File: config.mk
export PLATFORM = sky130hd
export DESIGN_NAME = femr_span
export DESIGN_NICKNAME = d
export VERILOG_FILES = /design/src/rtl/femr_pkg.sv /design/src/rtl/femr_span.sv
export SDC_FILE = /design/constraint.sdc
export NUM_CORES = 1
export LEC_CHECK = 0
export BUFFER_PORTS_ARGS = -buffer_cell sky130_fd_sc_hd__buf_2
export CAP_MARGIN = 20
export CORE_AREA = 5 5 199 153
export DETAILED_ROUTE_END_ITERATION = 7
export DIE_AREA = 0 0 204 158
export PLACE_DENSITY = 0.7
export SETUP_SLACK_MARGIN = 0.05
export SYNTH_ARGS = -nofsm -noshare
export SYNTH_HDL_FRONTEND = slang
export SYNTH_SLANG_ARGS = --single-unit
File: constraint.sdc
create_clock -name clk -period 7.85 [get_ports clk]
set_input_delay 0.785 -clock clk [delete_from_list [all_inputs] [get_ports clk]]
set_output_delay 0.785 -clock clk [all_outputs]
set_load 0.02 [all_outputs]
File: src/rtl/femr_pkg.sv
// ---------------------------------------------------------------------------
// femr_pkg
// Shared types and constants for the file extent map resolver.
// ---------------------------------------------------------------------------
package femr_pkg;

  localparam int MaxExtents = 64;
  localparam int IdxW = $clog2(MaxExtents);
  localparam int CntW = IdxW + 1;
  localparam int EntryW = 96;

  typedef enum logic [1:0] {
    OP_BEGIN   = 2'd0,
    OP_APPEND  = 2'd1,
    OP_COMMIT  = 2'd2,
    OP_RESOLVE = 2'd3
  } op_t;

  typedef enum logic [2:0] {
    ST_IDLE,
    ST_HINT,
    ST_SCAN,
    ST_BS_RD,
    ST_BS_CHK,
    ST_SPAN,
    ST_CAPTURE,
    ST_OUT
  } state_t;

  typedef struct packed {
    logic [31:0] cnt;
    logic [31:0] lba;
    logic [31:0] fsec;
  } extent_t;

  typedef struct packed {
    logic        ok;
    logic        map_current;
    logic [31:0] span_lba;
    logic [31:0] span_sectors;
    logic [31:0] span_bytes;
    logic [8:0]  sector_skip;
    logic [5:0]  hit_index;
    logic [31:0] generation_out;
  } result_t;

endpackage

File: src/rtl/femr_span.sv
// ---------------------------------------------------------------------------
// femr_span
// Span arithmetic for a hit extent in two register stages: lba, clipped
// bytes, sector count.
// ---------------------------------------------------------------------------
module femr_span
  import femr_pkg::*;
(
  input  logic        clk,
  input  extent_t     ext,
  input  logic [31:0] sec,
  input  logic [8:0]  skip,
  input  logic [31:0] req,
  output logic [31:0] span_lba,
  output logic [31:0] span_sectors,
  output logic [31:0] span_bytes,
  output logic        span_ok
);

  logic [31:0] in_ext;
  logic [31:0] avail;
  logic [41:0] avail_bytes;
  logic [31:0] lba_q;
  logic [31:0] avail_q;
  logic [41:0] avail_bytes_q;
  logic [31:0] logical;
  logic [41:0] nsec_sum;
  logic [32:0] nsec;

  // stage one: position inside the extent and bytes left in it
  always_comb begin
    in_ext      = sec - ext.fsec;
    avail       = ext.cnt - in_ext;
    avail_bytes = {1'b0, avail, 9'd0} - {33'd0, skip};
  end

  always_ff @(posedge clk) begin
    lba_q         <= ext.lba + in_ext;
    avail_q       <= avail;
    avail_bytes_q <= avail_bytes;
  end

  // stage two: clip the request and count covering sectors
  always_comb begin
    logical  = (avail_bytes_q < {10'd0, req}) ? avail_bytes_q[31:0] : req;
    nsec_sum = {33'd0, skip} + {10'd0, logical} + 42'd511;
    nsec     = nsec_sum[41:9];
  end

  always_ff @(posedge clk) begin
    span_lba     <= lba_q;
    span_sectors <= nsec[31:0];
    span_bytes   <= logical;
    span_ok      <= (logical != 32'd0) && (nsec != 33'd0) && (nsec <= {1'b0, avail_q});
  end

endmodule

==> impl_metrics.toml <==
[worst_setup_path]
crit_path_frequent_cell = "o21a_1"
crit_slowest_cell = "or4b_4"
required_ns = 8.21
cp-start-kind = "primary input"
critPathMaxFanout = 17
cpPeakStageDelay_ns = 0.54
crit_family = "compound AO/OA/AOI/OAI gates"
endpoint_kind = "register"
critical_path_class = "in -> reg"
critPathBufInv = 4
arrival_ns = 7.50

[timing]
hold_viol_final = 0
setup_violations = 0
finalWorstPathRequiredPeriod_ns = 7.14
relSlewSlack_pct = 39.0
tns_ns = 0
finalMaxSlewViolations = 0
skew_ns = 0.0119
fin_crit_sh_pct = 91.0
grt_setup_unrepaired = "false"
fmax_mhz = 140
tightestPinTransition_ns = 0.892

[synthesis]
yosysSeqAreaShare_pct = 31.1
synth_warnings = 0
synth_edf_count = 0
avgSynthCellArea_um2 = 8.56
ys.flop_type = "dfxtp_1"
synth-seq-cells = 195
async_flop_share_pct = 0
netlist_instances = 1468
syn-cell-area_um2 = 12600
ys_types = 75

[floorplan]
ioPinCount = 267
rows = 54
dieHeight_um = 158
die_width_um = 204
start_util_pct = 44.2
die_area_um2 = 32200
core_area_um2 = 28400

[global_route]
grt_first_pass_wirelength_um = 56600
grt_pass1_vias = 10900
grt_usage_pct = 21.9
grt_max_degree = 39
antenna_found_initial = 13
gr-total-overflow = 0

[routing]
dr.pass1.iters = 5
vias = 11200
wl_per_cell_um = 16.9
drt-initial-drc-count = 659
wirelength_um = 36300
routed_via_density = 5.21
drc = 0
final_antenna_net_count = 0

[finish]
syn_to_final_growth_pct = 18.7
nets = 2074
drive_above_1_share_pct = 18.8

[clock_tree]
cts_buffer_depth = 2
cts_buffers = 17
htree_levels = 4
cts_root_buffer = "clkbuf_16"
postCtsSetupBuffers = 0
clkSinkCount = 195
clk_latency_ns = 0.44
cts_resized = 0
tritoncts = "done"
clkTransAtPathRegs_ns = 0.07
hold_buffers = 0

[power]
vdd_drop_max_mv = 0.187
p_per_area_nw_per_um2 = 282
power_leakage_nw = 7.32
total_power_mw = 4.21

[job]
cap_viol_max_count = 0

[placed_design]
place.gp.congestion = 0.926
dp_hpwl_um = 30100
numPortBuffers = 258

[outcome]
status = "finished, final reports clean"

[min_path]
hold_path.class = "reg -> reg"
## where the power goes
group / internal [mW] / total, mW / switching, mW
combinational: 0.731 / 1.79 / 1.06
clock: 0.453 / 0.891 / 0.438
sequential: 1.35 / 1.53 / 0.175
## Yosys cell counts (all sizes together) (4+ instances only)
library cell / number / share of area, %
o21bai: 12 / 0.72
a21boi: 5 / 0.30
a41oi: 6 / 0.42
mux2i: 13 / 1.0
a211oi: 10 / 0.60
dfxtp: 195 / 31
ha: 165 / 16
nand2: 78 / 2.3
mux2: 10 / 0.90
xor2: 39 / 2.7
o31a: 8 / 0.56
and3: 18 / 0.90
or3: 8 / 0.40
a21o: 49 / 2.9
a311oi: 7 / 0.49
o31ai: 5 / 0.34
buf: 19 / 0.91
o21a: 33 / 2.0
nand3b: 6 / 0.36
nand2b: 17 / 0.85
nand4: 25 / 1.2
inv: 187 / 5.6
nor2b: 13 / 0.65
clkbuf: 7 / 0.21
or4: 7 / 0.45
nor4: 26 / 1.4
a2111oi: 7 / 0.49
nor3: 40 / 1.6
nand3: 28 / 1.1
a31oi: 10 / 0.62
xnor2: 94 / 6.5
nor2: 98 / 2.9
a31o: 4 / 0.28
o211ai: 5 / 0.30
o21ai: 52 / 2.1
a211o: 4 / 0.28
a21oi: 106 / 4.2
and2: 7 / 0.35
## logic make-up (layout without fill, tap and decap cells)
family | count (synthesis) | count (layout) | synth area share, %
DFF | 195 | 195 | 31.1
other | 1 | 12 | 0.0298
muxes | 23 | 23 | 1.93
xor gates and xnor gates | 134 | 134 | 9.45
and+or+nand+nor | 388 | 388 | 15.7
AOI/OAI and AO/OA | 346 | 346 | 18.2
buffers and inverters | 213 | 487 | 6.70
adders and majority gates | 168 | 168 | 16.9
## final timing paths
path	slack (ns)	start	endpoint	cells past startpoint
worst max-delay path	0.71	req[17]	span_ok$_DFF_P_	34
worst max register to register	0.77	avail_bytes_q[17]$_DFF_P_	span_ok$_DFF_P_	32
worst min register to register	0.33	lba_q[28]$_DFF_P_	span_lba[28]$_DFF_P_	0
worst min-delay path	0.33	lba_q[28]$_DFF_P_	span_lba[28]$_DFF_P_	0
## per-stage QoR
step / utilization [%] / hold slack [ns] / instances / instance area [um^2] / setup slack (ns)
6_report: 52.5 / 0.328 / 2145 / 14900 / 0.709
5_1_grt: 52.5 / 0.336 / 2144 / 14900 / 0.385
4_1_cts: 52.4 / 0.331 / 2141 / 14900 / 0.858
3_5_place_dp: 50.3 / 0.312 / 2109 / 14300 / 0.413
3_3_place_gp: 50.3 / 0.310 / 2109 / 14300 / 0.600
2_1_floorplan: - / 0.310 / 1475 / 12600 / 0.116
## routing by layer
layer  share of wire (%)  track usage (%)
met5                0.27                0
met4                 1.0             4.34
met3                 7.0             5.67
met2                  43             34.0
met1                  48             31.1
## worst reg2reg max path: cells and delay by family (launching register included)
family,cells,cell delay [ns]
AO/OA/AOI/OAI,20,3.83
AND/OR/NAND/NOR,5,1.04
flip-flops,1,0.49
adder cells (fa/ha/maj),4,1.13
XOR/XNOR,1,0.23
buffers and inverters,2,0.31
## sequential cells by signal, indices dropped and copies added (netlist names)
register       cells
span_sectors      24
lba_q             32
avail_bytes_q     42
span_lba          32
avail_q           32
span_bytes        32
span_ok            1
## cell usage in the layout, fill, tap and decap left out, types with 10 or more instances in the layout
cell type    n
nor2_1      98
nand2_1     78
nand4_1     25
ha_1       165
and3_1      18
a21o_1      49
xor2_1      39
nor4_1      23
a21oi_1    106
inv_1      186
mux2i_1     13
nand3_1     28
o21bai_1    12
xnor2_1     94
o21a_1      33
clkbuf_16   17
dfxtp_1    195
nor2b_1     13
o21ai_0     50
nand2b_1    17
nor3_1      39
a211oi_1    10
mux2_2      10
buf_4       10
buf_2      258
## final cells by class
type | count | area [um^2]
Fill cell | 2667 | 13500
Multi-Input combinational cell | 1067 | 7860
Sequential cell | 195 | 3900
Timing Repair Buffer | 268 | 1370
Inverter | 187 | 702
Tap cell | 392 | 490
Clock buffer | 17 | 425
Clock inverter | 15 | 169
Antenna cell | 4 | 10.0
Note: power is estimated with default switching activity, not from simulation.
