[config.mk]
export PLATFORM = sky130hd
export DESIGN_NAME = femr_ram
export DESIGN_NICKNAME = d
export VERILOG_FILES = /design/src/rtl/femr_ram.sv
export SDC_FILE = /design/constraint.sdc
export NUM_CORES = 1
export LEC_CHECK = 0
export BUFFER_PORTS_ARGS = -buffer_cell sky130_fd_sc_hd__clkbuf_2
export CAP_MARGIN = 20
export CORE_MARGIN = 8
export CORE_UTILIZATION = 30
export CTS_BUF_LIST = sky130_fd_sc_hd__clkbuf_16
export DETAILED_ROUTE_END_ITERATION = 6
export HOLD_SLACK_MARGIN = 0.03
export PLACE_DENSITY = 0.46
export SLEW_MARGIN = 10
export SYNTH_ARGS = -nofsm -noshare
export SYNTH_HDL_FRONTEND = slang
export SYNTH_SLANG_ARGS = --single-unit
[constraint.sdc]
create_clock -name clk -period 2.3 [get_ports clk]
set_input_delay 0.345 -clock clk [delete_from_list [all_inputs] [get_ports clk]]
set_output_delay 0.345 -clock clk [all_outputs]
set_load 0.01 [all_outputs]
[src/rtl/femr_ram.sv]
// ---------------------------------------------------------------------------
// femr_ram
// Generic single-port RAM with registered read.
// ---------------------------------------------------------------------------
module femr_ram #(
  parameter int Width = 8,
  parameter int Depth = 16
) (
  input  logic                     clk,
  input  logic                     we,
  input  logic [$clog2(Depth)-1:0] addr,
  input  logic [Width-1:0]         wdata,
  output logic [Width-1:0]         rdata
);

  logic [Width-1:0] mem [Depth];

  always_ff @(posedge clk) begin
    if (we) begin
      mem[addr] <= wdata;
    end
    rdata <= mem[addr];
  end

endmodule

==> out/summary.md, run 1 <==
Setup slack on the worst reg-to-reg path comes out at 0.92 ns. Summed over all cells, the static leakage comes to 2.03 nW. The clock network fraction of design power is 46.6%, and the detailed-route vias per instance is 4.54. The tools report the final cell count without fillers as 517. Reg-to-reg startpoint: mem[3][5]$_DFFE_PP_.

Data on the critical path arrives at its endpoint at 1.73 ns. The H-tree level count came out at 4. The share of synthesized area in the top cell type comes to 75.9%.

The sequential cell area fraction in the yosys report is 79.0%. For the via count of the first global-routing pass, the log shows 2557. The number of endpoints with negative hold slack in the final report was 0; the reported max-cap violation count was 0. The mean instance size in the synthesized netlist came out at 22.0 um2.

For the number of nets in the synthesized netlist, the log shows 244. The initial detailed-routing violation count is 135. For the final routed wirelength across all metal layers, the log shows 10500 um. The final worst-path cycle share is 62.4%. The flow ran to the end, and the final reports show no timing, DRC or antenna violations.

The total overflow left after global routing is 0. The run gives 30.7% as the initial cell density of the core. For the number of nets in the finished design, the log shows 298. For the worst flop-to-flop path, the logic depth is 3. In this run the count of I/O pins placed on the die edge is 22. The part of the total power dissipated in combinational logic was 4.7%; the clock-pin slew on the worst setup and hold paths was 0.06 ns. Most area-hungry cell type in the Yosys netlist: sky130_fd_sc_hd__edfxtp_1.

The startpoint identified for the worst hold timing path is wdata[5]. Number of setup violations in the final report: 0. The HPWL reported at the end of detailed placement is 7000 um, and the number of sinks handled by clock tree synthesis is 136. The total CTS buffers is 17. Summing over every cut layer, the via total after detailed routing is 2347. For this design the total switching power over the nets is 1.16 mW. The initial antenna violation count is 0, and the detailed-router iteration count before antenna repair is 4. The tree is rooted in a sky130_fd_sc_hd__clkbuf_16.

Maximum fanout along the worst path: 39. At the pin with the least slew margin, the transition time is 0.662 ns. In the final routed layout, each cell accounts on average for 20.3 um. The global router's overall resource usage was 10.7%; the fraction of registers with async set or reset after synthesis was 0%. From left edge to right edge, the die measures 146 um. The final standard cell utilization of the core is 37.4%.

The cell area after synthesis is 5070 um2, and the layout overhead on the synthesized area is 21.9%. For the worst setup path, the data required time is 2.59 ns. The tools report the number of placed instances, taps included as 485. For the setup fix buffers added after clock tree synthesis, the log shows 0. Gate count after technology mapping: 230. STA classifies the critical path startpoint as an input pin. The number of distinct standard cells referenced by the synthesized netlist was 18; the worst hold margin was 0.379 ns. The fmax is 0.697 GHz.

The count of flip-flops with a built-in enable after synthesis is 128. The later pin in the worst-skew pair is clocked with a latency of 0.41 ns. The area of the core was 16500 um2; the maximum VDD drop was 0.514 mV. The total internal power was 4.57 mW; the ratio of cells with drive above 1 in the final layout was 36.4%. The critical path is of the in2reg type.

Subtracting the final worst setup slack from the clock period gives 1.44 ns. The number of instances on the worst hold path was 1. The most used flip-flop cell after synthesis is sky130_fd_sc_hd__edfxtp_1.

The chip height is 146 um. In this run the worst setup path begins at addr[0]. The final count of pins violating max slew was 0. Net switching is 20.2% of the power. Overall power consumption after layout is estimated at 5.73 mW. Once the clock tree was built, the resizer swapped 0 gates to a different size.

The Yosys step of the flow raised 0 warnings. Setup repair after global routing left no endpoint under its margin. The floorplan has 47 rows. For this run, design rule violations remaining after detail routing come to 0. Summed over all failing endpoints, the final setup total negative slack is 0 ns.

The repair_antennas step left the layout with diodes totalling 0. The tools report the end point of the worst hold path as mem[5][5]$_DFFE_PP_. The logs give 0.00584 ns for the setup clock skew after layout and 0 for the remaining antenna violation count.

Entering global routing, the biggest net connects 40 pins. The count of input and output buffers came out at 21. Dividing total power by cell area gives a power density of 927 nW/um2. No sink is reached through more buffers than the 2 on the longest clock path. The worst slew margin relative to its limit was 55.8%. The floorplan die area is 21300 um2. At the end of routability-driven placement, the weighted congestion stood at 0.706.

Ranked by total cell area, the synthesized netlist is headed by sky130_fd_sc_hd__edfxtp_1 (76%), sky130_fd_sc_hd__mux4_2 (14%), sky130_fd_sc_hd__dfxtp_1 (3.2%), sky130_fd_sc_hd__a22oi_1 (2.4%), sky130_fd_sc_hd__nor2_1 (0.96%). The tools report the endpoint of the worst register-to-register path as rdata[5]$_DFF_P_. Sequential fraction of design power: 48.7%.

TritonCTS built the clock tree. The worst setup path is captured at a register. Buffers inserted to repair hold after CTS numbered 0. The worst hold path belongs to the class in2reg.

The synthesized design contains 136 register bits. In the synthesized netlist, the cells that appear most often are sky130_fd_sc_hd__edfxtp_1 (128), sky130_fd_sc_hd__mux4_2 (32), sky130_fd_sc_hd__a22oi_1 (16), sky130_fd_sc_hd__nor2_1 (13), sky130_fd_sc_hd__nand2_1 (9). Among all cell types in the netlist, the one instantiated most often is sky130_fd_sc_hd__edfxtp_1. The first global-routing pass estimated 16400 um of wire.
cells in the final DEF, fill, tap and decap left out, types with 2 or more instances in the layout:
master and instances:
sky130_fd_sc_hd__a22oi_1 16, sky130_fd_sc_hd__buf_4 24, sky130_fd_sc_hd__clkbuf_2 21, sky130_fd_sc_hd__clkinv_2 3, sky130_fd_sc_hd__clkinv_1 2, sky130_fd_sc_hd__dfxtp_1 8
sky130_fd_sc_hd__clkbuf_16 17, sky130_fd_sc_hd__nand2_1 9, sky130_fd_sc_hd__mux4_2 32, sky130_fd_sc_hd__nand3b_1 2, sky130_fd_sc_hd__bufinv_16 3, sky130_fd_sc_hd__nor2b_1 2
sky130_fd_sc_hd__edfxtp_1 128, sky130_fd_sc_hd__nor3_1 4, sky130_fd_sc_hd__nor2_1 13, sky130_fd_sc_hd__nand2b_1 2, sky130_fd_sc_hd__clkinvlp_4 5
power groups by stage:
| stage | registers, mW | logic [mW] | clock network (mW) |
|---|---|---|---|
| 2_1_floorplan | 2.84 | 0.143 | 0 |
| 3_3_place_gp | 2.84 | 0.275 | 0 |
| 3_5_place_dp | 2.84 | 0.277 | 0 |
| 4_1_cts | 2.79 | 0.277 | 2.71 |
| 5_1_grt | 2.80 | 0.297 | 2.81 |
| 6_report | 2.79 | 0.267 | 2.67 |
flip-flops by register name (all words and copies together), names as in the netlist:
name   cells
mem      128
rdata      8
layout make-up:
| cell class | count | area (um2) |
|---|---|---|
| clock inverters | 15 | 163 |
| repair buffers | 46 | 305 |
| multi-input cells | 83 | 1000 |
| fillers | 1502 | 10300 |
| well taps | 220 | 275 |
| flip-flops and latches | 136 | 4000 |
| clock buffers | 17 | 425 |
per-layer routing:
| layer | track usage (%) | part of all wire, % |
|---|---|---|
| met5 | 0 | 0 |
| met4 | 4.42 | 1.4 |
| met3 | 3.58 | 4.1 |
| met2 | 16.3 | 48 |
| met1 | 13.6 | 46 |
per-stage QoR:
| stage | setup WS [ns] | instance area, um2 |
|---|---|---|
| CTS | 0.855 | 6180 |
| global placement | 0.403 | 5590 |
| finish | 0.865 | 6180 |
| detailed placement | 0.402 | 5590 |
| floorplan | 0.462 | 5070 |
| global route | 0.761 | 6180 |
kinds of logic (layout without fill, tap and decap cells):
| group | after synthesis | after routing | synth area share (%) |
|---|---|---|---|
| compound gates | 16 | 16 | 2.37 |
| buf+inv | 11 | 78 | 1.19 |
| flops | 136 | 136 | 79.0 |
| mux | 32 | 32 | 14.2 |
| simple gates | 35 | 35 | 3.21 |
worst max-delay path, cell delays in order:
cell	delay [ns]
sky130_fd_sc_hd__clkbuf_2	0.10
sky130_fd_sc_hd__buf_12	0.28
sky130_fd_sc_hd__mux4_2	0.57
sky130_fd_sc_hd__a22oi_1	0.30
sky130_fd_sc_hd__nand2_1	0.10
worst max-delay path by stage:
| stage | to | slack (ns) | cells after the start |
|---|---|---|---|
| detailed placement | rdata[1]$_DFF_P_ | 0.40 | 5 |
| finish | rdata[5]$_DFF_P_ | 0.86 | 5 |
| global placement | rdata[1]$_DFF_P_ | 0.40 | 5 |
| floorplan | mem[0][0]$_DFFE_PP_ | 0.46 | 2 |
| CTS | rdata[1]$_DFF_P_ | 0.86 | 5 |
| global route | rdata[1]$_DFF_P_ | 0.76 | 5 |
(Power assumes the default switching activity.)
==> run 2: changes to the inputs <==
--- a/config.mk
+++ b/config.mk
@@ -12,7 +12,7 @@
 export CTS_BUF_LIST = sky130_fd_sc_hd__clkbuf_16
 export DETAILED_ROUTE_END_ITERATION = 6
 export HOLD_SLACK_MARGIN = 0.03
-export PLACE_DENSITY = 0.46
+export PLACE_DENSITY = 0.47
 export SLEW_MARGIN = 10
 export SYNTH_ARGS = -nofsm -noshare
 export SYNTH_HDL_FRONTEND = slang
==> constraint.sdc (replaced) <==
create_clock -name clk -period 1.3 [get_ports clk]
set_input_delay 0.195 -clock clk [delete_from_list [all_inputs] [get_ports clk]]
set_output_delay 0.195 -clock clk [all_outputs]
set_load 0.01 [all_outputs]
==> run 2 against run 1 <==
Cell count grew 2.5%. Worst hold slack lost 0.15 ns. First-iteration DRC count rose by 51%. Via count is 2.4% higher. Total power rose by 66%. Critical path depth is 2 lower. Clock skew grew 0.0046 ns. Core utilization up 2.4 points. Largest cell class unchanged.
==> out/summary.md, run 2 (synthesis results as in run 1) <==
The register with the most flip-flops in the layout has 128 of them. The number of antenna diodes is 0. The area of the core was 16500 um2; the final worst-path cycle share was 99.4%.

The detailed-route vias per instance works out to 4.54. In this run the tool buffered the top-level ports with 21 buffer cells. Final design instance area without fill: 6580 um2. In this run the count of I/O pins placed on the die edge is 22. The routed design has 10600 um of wire. The number of buffers and inverters on the critical path works out to 0. For this design, the slowest cell found on the critical path is sky130_fd_sc_hd__mux4_2. The signal on the critical path passes through mux4_2 -> a22oi_2 -> nand2_1. Max-cap violations in this run came to 0. The ratio of cells with drive above 1 in the final layout is 45.5%. The logs give 2.15 nW for the cell leakage power and 0 for the overall overflow remaining after global route.

Clock-pin slew was measured on the worst setup and hold paths at 0.06 ns. The number of endpoints with negative hold slack in the final report is 0, and the worst hold margin is 0.227 ns. Counting buffers and inverters, the worst setup path is 3 cells deep.

In the final routed layout, each cell accounts on average for 20.1 um. On the critical path the largest part of the delay comes from multiplexers. IR analysis of the VDD net gives a maximum drop of 0.822 mV. The ratio of total power to cell area works out to 1450 nW/um2.

The worst pin sits at a relative slew slack of 38.1%. The largest incremental delay on the critical path is 0.49 ns, and the final count of pins violating max slew is 0. The overall via count from detail_route came out at 2404.

The first global-routing pass estimated 16500 um of wire. The min-delay analysis places its worst path in the category in2reg. For this run, design rule violations remaining after detail routing come to 0. The fmax is 0.774 GHz. Once the floorplan was initialized, standard cells occupied 30.7% of the core. The flow ran to the end, and the final reports show no timing, DRC or antenna violations.

Summing all multi-input logic gate instances after layout gives 1160 um2. The first routing iteration left 204 violations. In the final layout, the registers with the most flip-flops are mem x128, rdata x8. The maximum fanout along the worst path was 1; the floorplan row count was 47.

For this design, the sink count on the clock tree is 136. The final critical-path required period came out at 1.29 ns. The worst-margin pin slew is 0.927 ns, and the HPWL reported at the end of detailed placement is 7110 um.

For the worst-skew pair, the clock arrives at the later sink with an insertion delay of 0.41 ns. The die is 146 um wide. Critical path start-end classification: reg2reg.

The library cell used most frequently in the layout, excluding fill and tap cells, is sky130_fd_sc_hd__edfxtp_1. Total cell area at the placement stage: 6050 um2. The tools report the total CTS buffers as 17. Routability-driven placement finished with a final weighted congestion of 0.685. Compared with the post-synthesis result, the final layout area differs by 29.8%. The setup clock skew after layout came out at 0.0105 ns. The via count of the first global-routing pass was 2628; the chip height was 146 um. The run gives 4000 um2 as the area of all sequential standard cells. The global router's overall resource usage was 10.7%; the number of nets in the finished design was 311. TritonCTS built the clock tree. At the worst endpoint, the required time is 1.59 ns. Leaving out fill and tap cells, the most frequent cells in the layout are sky130_fd_sc_hd__edfxtp_1 (128), sky130_fd_sc_hd__mux4_2 (32), sky130_fd_sc_hd__clkbuf_2 (21).

Number of instances on the worst hold path: 1. The nature of the critical path startpoint is a register. For this run, the detailed router's first-pass iteration total came to 5.

STA classifies the critical path endpoint as a register. For the number of fillers in the final layout, the log shows 1485. The number of setup violations in the final report was 0. The number of cell instances on the worst register-to-register path is 3, and the H-tree level count is 4. The register with the most flip-flops in the final layout is mem. After clock tree synthesis, the setup repair step added 0 buffers.

The tools report the number of buffers between clock root and the deepest sink as 2. The design draws 9.52 mW. Entering global routing, the biggest net connects 17 pins.

Setup repair after global routing could not meet its margin everywhere. The initial antenna violation count is 0, and the remaining antenna violation count is 0. The floorplan step defined a die boundary enclosing 21300 um2. For the critical path data arrival time, the log shows 1.58 ns. Clock tree root buffer cell: sky130_fd_sc_hd__clkbuf_16.
-- run 2: metal layers --
layer  track usage (%)  share of wire [%]  vias up
met2              16.6                 49       47
met1              13.5                 45     1245
met5                 0                  0        -
met4              4.22                1.6        0
met3              3.89                4.4       10
li1                  -                  -     1102
-- run 2: final cells by class --
type                       count  share of cell area (%)
timing repair buffer          59                    9.74
multi-input combinational     83                    17.6
sequential                   136                    60.9
clock buffer                  17                    6.47
clock inverter                15                    1.12
tap                          220                    4.18
-- run 2: per-stage QoR --
step	util [%]	setup TNS (ns)	std cells	worst slack, ns
finish	39.8	0	530	0.00842
global placement	36.6	-19.44	498	-0.375
floorplan	-	-2.57	230	-0.0472
detailed placement	36.6	-19.18	498	-0.382
global route	39.8	-0.0778	530	-0.0647
CTS	39.8	-0.00334	530	-0.00334
-- run 2: power breakdown --
| part | internal (mW) | total (mW) | switching, mW |
|---|---|---|---|
| registers | 4.91 | 4.93 | 0.0263 |
| clock network | 2.36 | 4.00 | 1.64 |
| logic | 0.276 | 0.597 | 0.321 |
| total | 7.54 | 9.52 | 1.98 |
-- run 2: repair_timing --
action,4_1_cts,5_1_grt
resized for setup,4,2
endpoints found under the setup margin,4,7
pin swaps,0,3
hold buffers,0,0
-- run 2: path summary, 6_finish.rpt --
check / end / startpoint / slack (ns)
setup / recovery: rdata[6]$_DFF_P_ / mem[3][6]$_DFFE_PP_ / 0.008
hold / removal: mem[8][5]$_DFFE_PP_ / wdata[5] / 0.23
setup reg to reg: rdata[6]$_DFF_P_ / mem[3][6]$_DFFE_PP_ / 0.008
hold reg to reg: rdata[4]$_DFF_P_ / mem[12][4]$_DFFE_PP_ / 0.68
